===== src/hw/rtl/sha256_pkg.sv =====
// ----------------------------------------------------------------------------
// SHA-256 stream hasher package
// Shared types, constants and mixing functions for the hasher.
// ----------------------------------------------------------------------------
package sha256_pkg;

    localparam int unsigned BLOCK_BYTES = 64;
    localparam int unsigned ROUNDS      = 64;
    localparam int unsigned DIGEST_WDS  = 8;

    localparam logic [7:0] PAD_MARK = 8'h80;

    localparam logic [31:0] HASH_IV [DIGEST_WDS] = '{
        32'h6a09e667, 32'hbb67ae85, 32'h3c6ef372, 32'ha54ff53a,
        32'h510e527f, 32'h9b05688c, 32'h1f83d9ab, 32'h5be0cd19
    };

    localparam logic [31:0] ROUND_K [ROUNDS] = '{
        32'h428a2f98, 32'h71374491, 32'hb5c0fbcf, 32'he9b5dba5,
        32'h3956c25b, 32'h59f111f1, 32'h923f82a4, 32'hab1c5ed5,
        32'hd807aa98, 32'h12835b01, 32'h243185be, 32'h550c7dc3,
        32'h72be5d74, 32'h80deb1fe, 32'h9bdc06a7, 32'hc19bf174,
        32'he49b69c1, 32'hefbe4786, 32'h0fc19dc6, 32'h240ca1cc,
        32'h2de92c6f, 32'h4a7484aa, 32'h5cb0a9dc, 32'h76f988da,
        32'h983e5152, 32'ha831c66d, 32'hb00327c8, 32'hbf597fc7,
        32'hc6e00bf3, 32'hd5a79147, 32'h06ca6351, 32'h14292967,
        32'h27b70a85, 32'h2e1b2138, 32'h4d2c6dfc, 32'h53380d13,
        32'h650a7354, 32'h766a0abb, 32'h81c2c92e, 32'h92722c85,
        32'ha2bfe8a1, 32'ha81a664b, 32'hc24b8b70, 32'hc76c51a3,
        32'hd192e819, 32'hd6990624, 32'hf40e3585, 32'h106aa070,
        32'h19a4c116, 32'h1e376c08, 32'h2748774c, 32'h34b0bcb5,
        32'h391c0cb3, 32'h4ed8aa4a, 32'h5b9cca4f, 32'h682e6ff3,
        32'h748f82ee, 32'h78a5636f, 32'h84c87814, 32'h8cc70208,
        32'h90befffa, 32'ha4506ceb, 32'hbef9a3f7, 32'hc67178f2
    };

    typedef enum logic [2:0] {
        ST_IDLE,
        ST_ROUND,
        ST_FINAL,
        ST_PAD,
        ST_OUT
    } state_t;

    // sequencer controls to the datapath
    typedef struct packed {
        logic       byte_shift;
        logic [7:0] byte_data;
        logic       ld_work;
        logic       round_en;
        logic       fin_add;
        logic       hash_init;
        logic [5:0] rnd;
    } ctl_t;

    function automatic logic [31:0] ror32(input logic [31:0] x, input int unsigned n);
        ror32 = (x >> n) | (x << (32 - n));
    endfunction

    function automatic logic [31:0] bsig0(input logic [31:0] x);
        bsig0 = ror32(x, 2) ^ ror32(x, 13) ^ ror32(x, 22);
    endfunction

    function automatic logic [31:0] bsig1(input logic [31:0] x);
        bsig1 = ror32(x, 6) ^ ror32(x, 11) ^ ror32(x, 25);
    endfunction

    function automatic logic [31:0] ssig0(input logic [31:0] x);
        ssig0 = ror32(x, 7) ^ ror32(x, 18) ^ (x >> 3);
    endfunction

    function automatic logic [31:0] ssig1(input logic [31:0] x);
        ssig1 = ror32(x, 17) ^ ror32(x, 19) ^ (x >> 10);
    endfunction

endpackage


===== src/hw/rtl/sha256_sched.sv =====
// ----------------------------------------------------------------------------
// SHA-256 block buffer and message schedule
// 512-bit shift line: bytes shift in while filling, schedule words during rounds.
// ----------------------------------------------------------------------------
module sha256_sched
    import sha256_pkg::*;
(
    input  logic        aclk,
    input  ctl_t        ctl,
    output logic [31:0] w_t
);

    logic [511:0] blk_reg;
    logic [511:0] blk_next;
    logic [31:0]  w_new;

    // window holds W[t..t+15], oldest word in the top bits
    assign w_t   = blk_reg[511:480];
    assign w_new = ssig1(blk_reg[63:32]) + blk_reg[223:192]
                 + ssig0(blk_reg[479:448]) + blk_reg[511:480];

    always_comb begin
        blk_next = blk_reg;
        if (ctl.byte_shift) begin
            blk_next = {blk_reg[503:0], ctl.byte_data};
        end else if (ctl.round_en) begin
            blk_next = {blk_reg[479:0], w_new};
        end
    end

    always_ff @(posedge aclk) begin
        blk_reg <= blk_next;
    end

endmodule


===== src/hw/rtl/sha256_round.sv =====
// ----------------------------------------------------------------------------
// SHA-256 round unit
// Working variables, one compression round per cycle, and the hash state.
// ----------------------------------------------------------------------------
module sha256_round
    import sha256_pkg::*;
(
    input  logic        aclk,
    input  logic        aresetn,
    input  ctl_t        ctl,
    input  logic [31:0] w_t,
    output logic [31:0] hash_words [DIGEST_WDS]
);

    logic [31:0] work_reg [DIGEST_WDS];
    logic [31:0] work_next [DIGEST_WDS];
    logic [31:0] hash_reg [DIGEST_WDS];
    logic [31:0] hash_next [DIGEST_WDS];
    logic [31:0] t1;
    logic [31:0] t2;

    assign hash_words = hash_reg;

    assign t1 = work_reg[7] + bsig1(work_reg[4])
              + ((work_reg[4] & work_reg[5]) ^ (~work_reg[4] & work_reg[6]))
              + ROUND_K[ctl.rnd] + w_t;
    assign t2 = bsig0(work_reg[0])
              + ((work_reg[0] & work_reg[1]) ^ (work_reg[0] & work_reg[2])
                 ^ (work_reg[1] & work_reg[2]));

    always_comb begin
        work_next = work_reg;
        if (ctl.ld_work) begin
            work_next = hash_reg;
        end else if (ctl.round_en) begin
            work_next[7] = work_reg[6];
            work_next[6] = work_reg[5];
            work_next[5] = work_reg[4];
            work_next[4] = work_reg[3] + t1;
            work_next[3] = work_reg[2];
            work_next[2] = work_reg[1];
            work_next[1] = work_reg[0];
            work_next[0] = t1 + t2;
        end
    end

    always_comb begin
        hash_next = hash_reg;
        if (ctl.hash_init) begin
            hash_next = HASH_IV;
        end else if (ctl.fin_add) begin
            for (int i = 0; i < DIGEST_WDS; i++) begin
                hash_next[i] = hash_reg[i] + work_reg[i];
            end
        end
    end

    always_ff @(posedge aclk) begin
        work_reg <= work_next;
        if (!aresetn) begin
            hash_reg <= HASH_IV;
        end else begin
            hash_reg <= hash_next;
        end
    end

endmodule


===== src/hw/rtl/sha256_ctrl.sv =====
// ----------------------------------------------------------------------------
// SHA-256 sequencer
// Byte intake, padding, round counting and digest readout.
// ----------------------------------------------------------------------------
module sha256_ctrl
    import sha256_pkg::*;
(
    input  logic       aclk,
    input  logic       aresetn,
    input  logic       s_tvalid,
    output logic       s_tready,
    input  logic [7:0] s_byte,
    input  logic       s_bvalid,
    input  logic       s_tlast,
    output logic       m_tvalid,
    input  logic       m_tready,
    output logic [2:0] out_idx,
    output ctl_t       ctl
);

    state_t      state_reg, state_next;
    logic [5:0]  fill_reg, fill_next;
    logic [60:0] cnt_reg, cnt_next;      // message length in bytes
    logic [5:0]  rnd_reg, rnd_next;
    logic [2:0]  oidx_reg, oidx_next;
    logic        pad_reg, pad_next;      // message ended, padding under way
    logic        sent80_reg, sent80_next;
    logic        lenok_reg, lenok_next;  // current block takes the length field
    logic        done_reg, done_next;    // last compression of the message running

    logic        in_acc;
    logic        out_acc;
    logic [63:0] bits_w;
    logic [5:0]  len_sel;
    logic [7:0]  len_byte;
    logic [7:0]  pad_byte;

    assign in_acc  = s_tvalid && (state_reg == ST_IDLE);
    assign out_acc = m_tready && (state_reg == ST_OUT);
    assign out_idx = oidx_reg;

    // big-endian length: byte k of the field is bits[63-8k -: 8]
    assign bits_w   = {cnt_reg, 3'b000};
    assign len_sel  = {~fill_reg[2:0], 3'b000};
    assign len_byte = bits_w[len_sel +: 8];

    always_comb begin
        if (!sent80_reg) begin
            pad_byte = PAD_MARK;
        end else if (lenok_reg && (fill_reg >= 6'd56)) begin
            pad_byte = len_byte;
        end else begin
            pad_byte = 8'h00;
        end
    end

    // next state
    always_comb begin
        state_next = state_reg;
        case (state_reg)
            ST_IDLE: begin
                if (in_acc) begin
                    if (s_bvalid && (fill_reg == 6'd63)) begin
                        state_next = ST_ROUND;
                    end else if (s_tlast) begin
                        state_next = ST_PAD;
                    end
                end
            end
            ST_ROUND: begin
                if (rnd_reg == 6'd63) begin
                    state_next = ST_FINAL;
                end
            end
            ST_FINAL: begin
                if (done_reg) begin
                    state_next = ST_OUT;
                end else if (pad_reg) begin
                    state_next = ST_PAD;
                end else begin
                    state_next = ST_IDLE;
                end
            end
            ST_PAD: begin
                if (fill_reg == 6'd63) begin
                    state_next = ST_ROUND;
                end
            end
            ST_OUT: begin
                if (out_acc && (oidx_reg == 3'd7)) begin
                    state_next = ST_IDLE;
                end
            end
            default: state_next = ST_IDLE;
        endcase
    end

    // outputs
    always_comb begin
        ctl          = '0;
        ctl.rnd      = rnd_reg;
        s_tready     = 1'b0;
        m_tvalid     = 1'b0;
        case (state_reg)
            ST_IDLE: begin
                s_tready       = 1'b1;
                ctl.byte_shift = in_acc && s_bvalid;
                ctl.byte_data  = s_byte;
                ctl.ld_work    = in_acc && s_bvalid && (fill_reg == 6'd63);
            end
            ST_ROUND: begin
                ctl.round_en = 1'b1;
            end
            ST_FINAL: begin
                ctl.fin_add = 1'b1;
            end
            ST_PAD: begin
                ctl.byte_shift = 1'b1;
                ctl.byte_data  = pad_byte;
                ctl.ld_work    = (fill_reg == 6'd63);
            end
            ST_OUT: begin
                m_tvalid      = 1'b1;
                ctl.hash_init = out_acc && (oidx_reg == 3'd7);
            end
            default: begin
                ctl = '0;
            end
        endcase
    end

    // counters and padding flags
    always_comb begin
        fill_next   = fill_reg;
        cnt_next    = cnt_reg;
        rnd_next    = ctl.round_en ? rnd_reg + 6'd1 : 6'd0;
        oidx_next   = out_acc ? oidx_reg + 3'd1 : oidx_reg;
        pad_next    = pad_reg | (in_acc && s_tlast);
        sent80_next = sent80_reg;
        lenok_next  = lenok_reg;
        done_next   = done_reg;
        if (ctl.byte_shift) begin
            fill_next = fill_reg + 6'd1;
        end
        if (in_acc && s_bvalid) begin
            cnt_next = cnt_reg + 61'd1;
        end
        if (state_reg == ST_PAD) begin
            sent80_next = 1'b1;
            if (!sent80_reg && (fill_reg <= 6'd55)) begin
                lenok_next = 1'b1;
            end
            if (fill_reg == 6'd63) begin
                lenok_next = 1'b1;
                done_next  = lenok_reg;
            end
        end
        if (ctl.hash_init) begin
            cnt_next    = '0;
            pad_next    = 1'b0;
            sent80_next = 1'b0;
            lenok_next  = 1'b0;
            done_next   = 1'b0;
        end
    end

    always_ff @(posedge aclk) begin
        if (!aresetn) begin
            state_reg  <= ST_IDLE;
            fill_reg   <= '0;
            cnt_reg    <= '0;
            rnd_reg    <= '0;
            oidx_reg   <= '0;
            pad_reg    <= 1'b0;
            sent80_reg <= 1'b0;
            lenok_reg  <= 1'b0;
            done_reg   <= 1'b0;
        end else begin
            state_reg  <= state_next;
            fill_reg   <= fill_next;
            cnt_reg    <= cnt_next;
            rnd_reg    <= rnd_next;
            oidx_reg   <= oidx_next;
            pad_reg    <= pad_next;
            sent80_reg <= sent80_next;
            lenok_reg  <= lenok_next;
            done_reg   <= done_next;
        end
    end

endmodule


===== src/hw/rtl/sha256_stream_hasher.sv =====
// ----------------------------------------------------------------------------
// SHA-256 stream hasher
// Hashes a byte stream with SHA-256 and emits the eight digest words.
// ----------------------------------------------------------------------------
//
// Channel   Dir  Request carries
// -------   ---  ------------------------------------------------------------
// s_*       in   one message byte (tdata), byte present flag (tuser), end (tlast)
// m_*       out  one digest word with its index (tdata), final word (tlast)
//
// Timing: bytes are taken one a cycle while s_tready is high; the 64th byte of a
// block starts a compression: 64 rounds through the single round unit, then the hash update.
// After a request with tlast, padding shifts in 9 to 72 bytes, one a cycle while no
// compression runs, with one or two compressions, then eight result requests follow.
// s_tready is high only while the sequencer waits for bytes; a stalled
// m_tready simply holds the current digest word.
// Reset (aresetn low, synchronous) returns to the initial hash values with an
// empty message.
//
module sha256_stream_hasher
    import sha256_pkg::*;
(
    input  logic        aclk,
    input  logic        aresetn,

    input  logic        s_tvalid,
    output logic        s_tready,
    input  logic [7:0]  s_tdata,   // [7:0] data_byte
    input  logic        s_tuser,   // [0] byte_valid
    input  logic        s_tlast,   // last

    output logic        m_tvalid,
    input  logic        m_tready,
    output logic [39:0] m_tdata,   // [31:0] digest_word, [34:32] word_index, rest zero
    output logic        m_tlast    // last_word
);

    ctl_t        ctl;
    logic [31:0] w_t;
    logic [31:0] hash_words [DIGEST_WDS];
    logic [2:0]  out_idx;

    sha256_ctrl u_ctrl (
        .aclk     (aclk),
        .aresetn  (aresetn),
        .s_tvalid (s_tvalid),
        .s_tready (s_tready),
        .s_byte   (s_tdata),
        .s_bvalid (s_tuser),
        .s_tlast  (s_tlast),
        .m_tvalid (m_tvalid),
        .m_tready (m_tready),
        .out_idx  (out_idx),
        .ctl      (ctl)
    );

    // block buffer doubles as the rolling message schedule
    sha256_sched u_sched (
        .aclk (aclk),
        .ctl  (ctl),
        .w_t  (w_t)
    );

    sha256_round u_round (
        .aclk       (aclk),
        .aresetn    (aresetn),
        .ctl        (ctl),
        .w_t        (w_t),
        .hash_words (hash_words)
    );

    // digest words come straight from the hash registers, index from the sequencer
    assign m_tdata = {5'b00000, out_idx, hash_words[out_idx]};
    assign m_tlast = (out_idx == 3'd7);

endmodule


===== config.mk =====
export PLATFORM = sky130hd
export DESIGN_NAME = sha256_stream_hasher
export DESIGN_NICKNAME = d
export VERILOG_FILES = /design/src/hw/rtl/sha256_pkg.sv /design/src/hw/rtl/sha256_sched.sv /design/src/hw/rtl/sha256_round.sv /design/src/hw/rtl/sha256_ctrl.sv /design/src/hw/rtl/sha256_stream_hasher.sv
export SDC_FILE = /design/constraint.sdc
export NUM_CORES = 2
export LEC_CHECK = 0
export BUFFER_PORTS_ARGS = -buffer_cell sky130_fd_sc_hd__buf_4
export CORE_MARGIN = 3
export CORE_UTILIZATION = 40
export CTS_CLUSTER_SIZE = 10
export DETAILED_ROUTE_END_ITERATION = 12
export PLACE_DENSITY = 0.52
export SLEW_MARGIN = 15
export SYNTH_ARGS = -nofsm -noshare
export SYNTH_HDL_FRONTEND = slang
export SYNTH_HIERARCHICAL = 1
export SYNTH_SLANG_ARGS = --single-unit

===== constraint.sdc =====
create_clock -name aclk -period 28.6 [get_ports aclk]
set_input_delay 5.72 -clock aclk [delete_from_list [all_inputs] [get_ports aclk]]
set_output_delay 5.72 -clock aclk [all_outputs]
set_load 0.03 [all_outputs]

; Yosys cells after proc, flatten, opt, wreduce, memory -nomap -nowiden
; Memories as Yosys holds them, arrays and structs flattened.
; Cells that the tools add are included.
[op_classes]
n_addsub = 22
mul = 0
div_mod_pow = 0
order_cmp = 4
n_eq_ne = 12
shifts = 1
n_mux = 29
n_bitwise = 32
n_reduce_logical = 20
[op_table]
columns = op, count
row1 = 2-to-1 mux 512 bit, 2
row2 = adder 32 bit, 18
row3 = 2-to-1 mux 256 bit, 2
row4 = bitwise XOR 32 bit, 9
row5 = bitwise AND 32 bit, 5
row6 = 2-to-1 mux 32 bit, 4
row7 = binary-select mux 32 bit (select 3 bit), 1
row8 = variable part select 64 x 7 -> 8 bit, 1
row9 = adder 61 x 1 -> 61 bit (second input constant), 1
row10 = NOT 32 bit, 1
row11 = OR 10 x 32 -> 32 bit, 1
row12 = OR 13 x 32 -> 32 bit, 1
row13 = OR 14 x 32 -> 32 bit, 1
row14 = OR 15 x 32 -> 32 bit, 1
row15 = OR 19 x 32 -> 32 bit, 1
row16 = OR 21 x 32 -> 32 bit, 1
row17 = OR 25 x 32 -> 32 bit, 1
row18 = OR 26 x 32 -> 32 bit, 1
row19 = OR 30 x 32 -> 32 bit, 1
row20 = OR 7 x 32 -> 32 bit, 1
row21 = bitwise XOR 32 x 22 -> 32 bit, 1
row22 = bitwise XOR 32 x 29 -> 32 bit, 1
row23 = 2-to-1 mux 3 bit, 7
row24 = one-hot mux 10 bit (2 select lines), 1
row25 = other kinds (31), 56
[word_totals]
reg_bits = 1107
latch_bits = 0
ram_bits = 0
rom_bits = 2048
input_bits = 14
out_inout_bits = 43
word_cells = 147
n_memories = 1
[mem_list]
columns = name, depth, word_bits, rd, rd_ports_with_merged_regs, write_ports, line_no
row1 = (name not given), 64, 32, 1, 0, 0, sha256_round.sv:26  ; + ROUND_K[ctl.rnd] + w_t;

; Logic depth before layout (Yosys ltp)
[logic_depth]
ltp_word = 12
ltp_mapped = 40
mapped_depth_nobuf = 38

; Hierarchy
; The synthesis kept the hierarchy.
[by_module_without_submodules]
columns = module, n_inst, cells_per_inst, area_per_inst_um2, seq_area_each_um2
row1 = sha256_round, 1, 4782, 42963.7, 12812.3
row2 = sha256_sched, 1, 1657, 25876.1, 15374.7
row3 = sha256_ctrl, 1, 533, 4521.8, 1661.6
row4 = sha256_stream_hasher, 1, 121, 1994.4, 0.0

; Worst setup path before layout
; Ideal clock, no wire load.
[synth_path]
kind = input to register
startpoint = in s_tvalid
endpoint = reg u_sched.blk_reg[0] (enable)
setup_time_ns = 0.667
t_arrival_ns = 12.386
required_time_ns = 27.933
setup_slack_ns = 15.547
stages = 5
path_buffers = 2
cell_sequence = a31oi_1 -> inv_1 -> buf_6 -> buf_8 -> or2_2
[synth_rtl]
columns = element, line_no
row1 = from (decl), sha256_stream_hasher.sv:26  ; input logic s_tvalid,
row2 = to (signal assigned), sha256_sched.sv:32  ; blk_reg <= blk_next;
row3 = to (decl), sha256_sched.sv:13  ; logic [511:0] blk_reg;

==> metrics.md <==
| Metric | Value |
|---|---|
| Total grt overflow | `0` |
| Endpoints failing setup | `0` |
| Clk Latency, worst-skew pair | `790 ps` |
| Final cell utilization of the core | `44.0%` |
| Most frequent cells in the layout | `edfxtp_1, mux2_2, nand2_1, o21ai_0, a21oi_1` |
| R2R depth | `39` |
| CP startpoint | `u_ctrl/state_reg[1]` |
| Async SR Flop Fraction | `0%` |
| Root Buffer | `clkbuf_16` |
| Initial antenna violation count | `8` |
| Iteration count of the initial detailed-routing pass | `6` |
| Crit path kind | `reg -> reg` |
| XOR/XNOR share of the synthesized area | `6.89%` |
| Mapped Area | `75400 sq um` |
| RSZ-0062 raised after global routing | `no` |
| Finished Layout Cells | `9555` |
| Global-route wire length before repair | `355000 um` |
| Synth Area in Compound Gates | `13.3%` |
| Die span in y | `440 um` |
| Initial Util | `40.4%` |
| Slowest CP cell | `ha_1` |
| I/O pin cnt | `57` |
| Number of global-route vias before repair | `54.3k` |
| Full die area | `194000 sq um` |
| Reg clk slew, reported paths | `60 ps` |
| Total of max-cap violations | `0` |
| Vias per cell | `5.75` |
| H-tree Lvls | `4` |
| Ys flop type | `edfxtp_1` |
| Commonest non-fill, non-tap cell in the layout | `edfxtp_1` |
| CTS resizes | `0` |
| Core area | `186000 sq um` |
| Dpl hpwl | `181000 um` |
| Post-synthesis register bit count | `1107` |
| Post-CTS Hold Buffers | `0` |
| Total CTS buffers | `139` |
| Run status | `completed` |
| Largest net degree at the start of global routing | `167` |
| Tcrit/Tclk final | `36.5%` |
| Nets@finish | `7584` |
| Post-CTS Setup Bufs | `0` |
| Final Slew Violations | `0` |
| TritonCTS clock tree | `built` |
| Reg2reg end | `u_round/work_reg[255]` |
| Vias | `54.9k` |
| WL final | `242000 um` |
| R2R setup slack | `18160 ps` |
| ANT nets after route | `0` |
| Wire length per cell | `25.3 um` |
| Ys Warns | `6` |
| GPL Wtd Cong | `0.979` |
| Layout overhead on the synthesized area | `8.91%` |
| Cells after synthesis | `7093` |
| Slew @ Worst Pin | `1140 ps` |
| Largest family of logic cells by synthesized area | `multiplexers` |
| Min-delay worst type | `reg -> reg` |
| Worst-path maximum fanout | `28` |
| Relative slew margins | `24.2%` |
| Syn_area_per_cell | `10.6 sq um` |
| Number of port buffers | `51` |
| CTS Sinks | `1107` |
| Seq/Total Area, Yosys | `39.6%` |
| Worst reg2reg startpoint | `u_ctrl/state_reg[1]` |
| Crit end category | `register` |
| Post-Synth Simple-Gate Area | `9.38%` |
| Crit path required time | `29090 ps` |
| Adder-cell share of the synthesized area | `12.1%` |
| Dpl cells | `9318` |
| Final Hold Fails | `0` |
| Max reg flops | `512` |
| FP Rows | `158` |
| Layout cells sized above 1 | `16.8%` |
| Die X | `440 um` |
| Multiplexer share of the synthesized area | `14.6%` |
| GRT Resource Usage Total | `24.5%` |
| Critical path endpoint | `u_round/work_reg[255]` |
| Clk buf depth | `3` |
| Post-route minimum period | `10440 ps` |
| Final Skew | `25.6 ps` |
| Setup tns final | `0 ps` |
| Crit path largest cell delay | `670 ps` |
| EDFF count, synth | `768` |
| Worst endpoint data arrival time | `10940 ps` |
| Fmax | `95.7 MHz` |
| Distinct cells, synth | `110` |
| Crit start category | `register` |
| First DRT Iteration DRCs | `4729` |
| # DRC | `0` |
-- worst min path at each step --
stage	from	end	slack, ps	cells after the start
global route	u_ctrl/cnt_reg[60]	u_ctrl/cnt_reg[60]	510	2
floorplan	u_ctrl/rnd_reg[0]	u_ctrl/rnd_reg[0]	440	1
finish	u_ctrl/rnd_reg[0]	u_ctrl/rnd_reg[0]	480	1
global placement	u_ctrl/rnd_reg[0]	u_ctrl/rnd_reg[0]	460	1
detailed placement	u_ctrl/rnd_reg[0]	u_ctrl/rnd_reg[0]	480	1
CTS	u_ctrl/rnd_reg[0]	u_ctrl/rnd_reg[0]	490	1
-- critical path: cells and delay by family, from the launching register on --
family                   cells  cell delay, ps
AO/OA/AOI/OAI               18            4080
XOR/XNOR                     3             840
adder cells (fa/ha/maj)      6            2670
buffers and inverters        5            1030
flip-flops                   1             370
AND/OR/NAND/NOR              7            1110
-- kinds of logic after synthesis --
group,after synthesis
DFF,1107
other,1
xor gates and xnor gates,593
adders and majority gates,614
and+or+nand+nor,1521
muxes,908
AOI/OAI and AO/OA,1602
buffers and inverters,747
-- cells in the mapped netlist (all sizes together), types with 93 or more instances --
cell type	count	area (sq um)
mux2	724	8150
xor2	176	1540
mux2i	105	1050
o21ai	483	2420
dfxtp	339	6790
a21oi	466	2330
ha	395	4940
nor3	93	465
nand3	111	568
xnor2	417	3650
a21o	174	1310
nor2	434	1630
clkbuf	289	1130
edfxtp	768	23100
buf	99	619
nand2	506	1900
fa	196	3920
inv	355	1330
-- metrics by stage --
| step | hold slack (ps) | setup WS, ps | area [sq um] |
|---|---|---|---|
| 6_report | 483 | 18160 | 82100 |
| 5_1_grt | 510 | 17700 | 82100 |
| 4_1_cts | 487 | 18320 | 82100 |
| 3_5_place_dp | 475 | 17940 | 77800 |
| 3_3_place_gp | 461 | 18010 | 77800 |
| 2_1_floorplan | 437 | 15550 | 75400 |
-- routing by layer --
layer / share of wire (%) / up-vias / global-route usage (%)
met3: 4.4 / 398 / 2.72
met4: 3.8 / 0 / 8.71
met2: 47 / 1450 / 40.5
met1: 45 / 27500 / 33.2
li1: - / 25600 / -
met5: 0 / - / 0
-- cell type report --
| type | instances | area, sq um |
|---|---|---|
| diodes | 3 | 7.51 |
| clock buffers | 203 | 3830 |
| clock inverters | 31 | 427 |
| fillers | 17500 | 104000 |
| inverters | 358 | 1360 |
| multi-input cells | 5243 | 42500 |
| flip-flops and latches | 1107 | 29900 |
| well taps | 2480 | 3100 |
| repair buffers | 130 | 1020 |
Power is not shown: default switching activity piles up to over one toggle a cycle in this logic, so the estimate is an artifact.
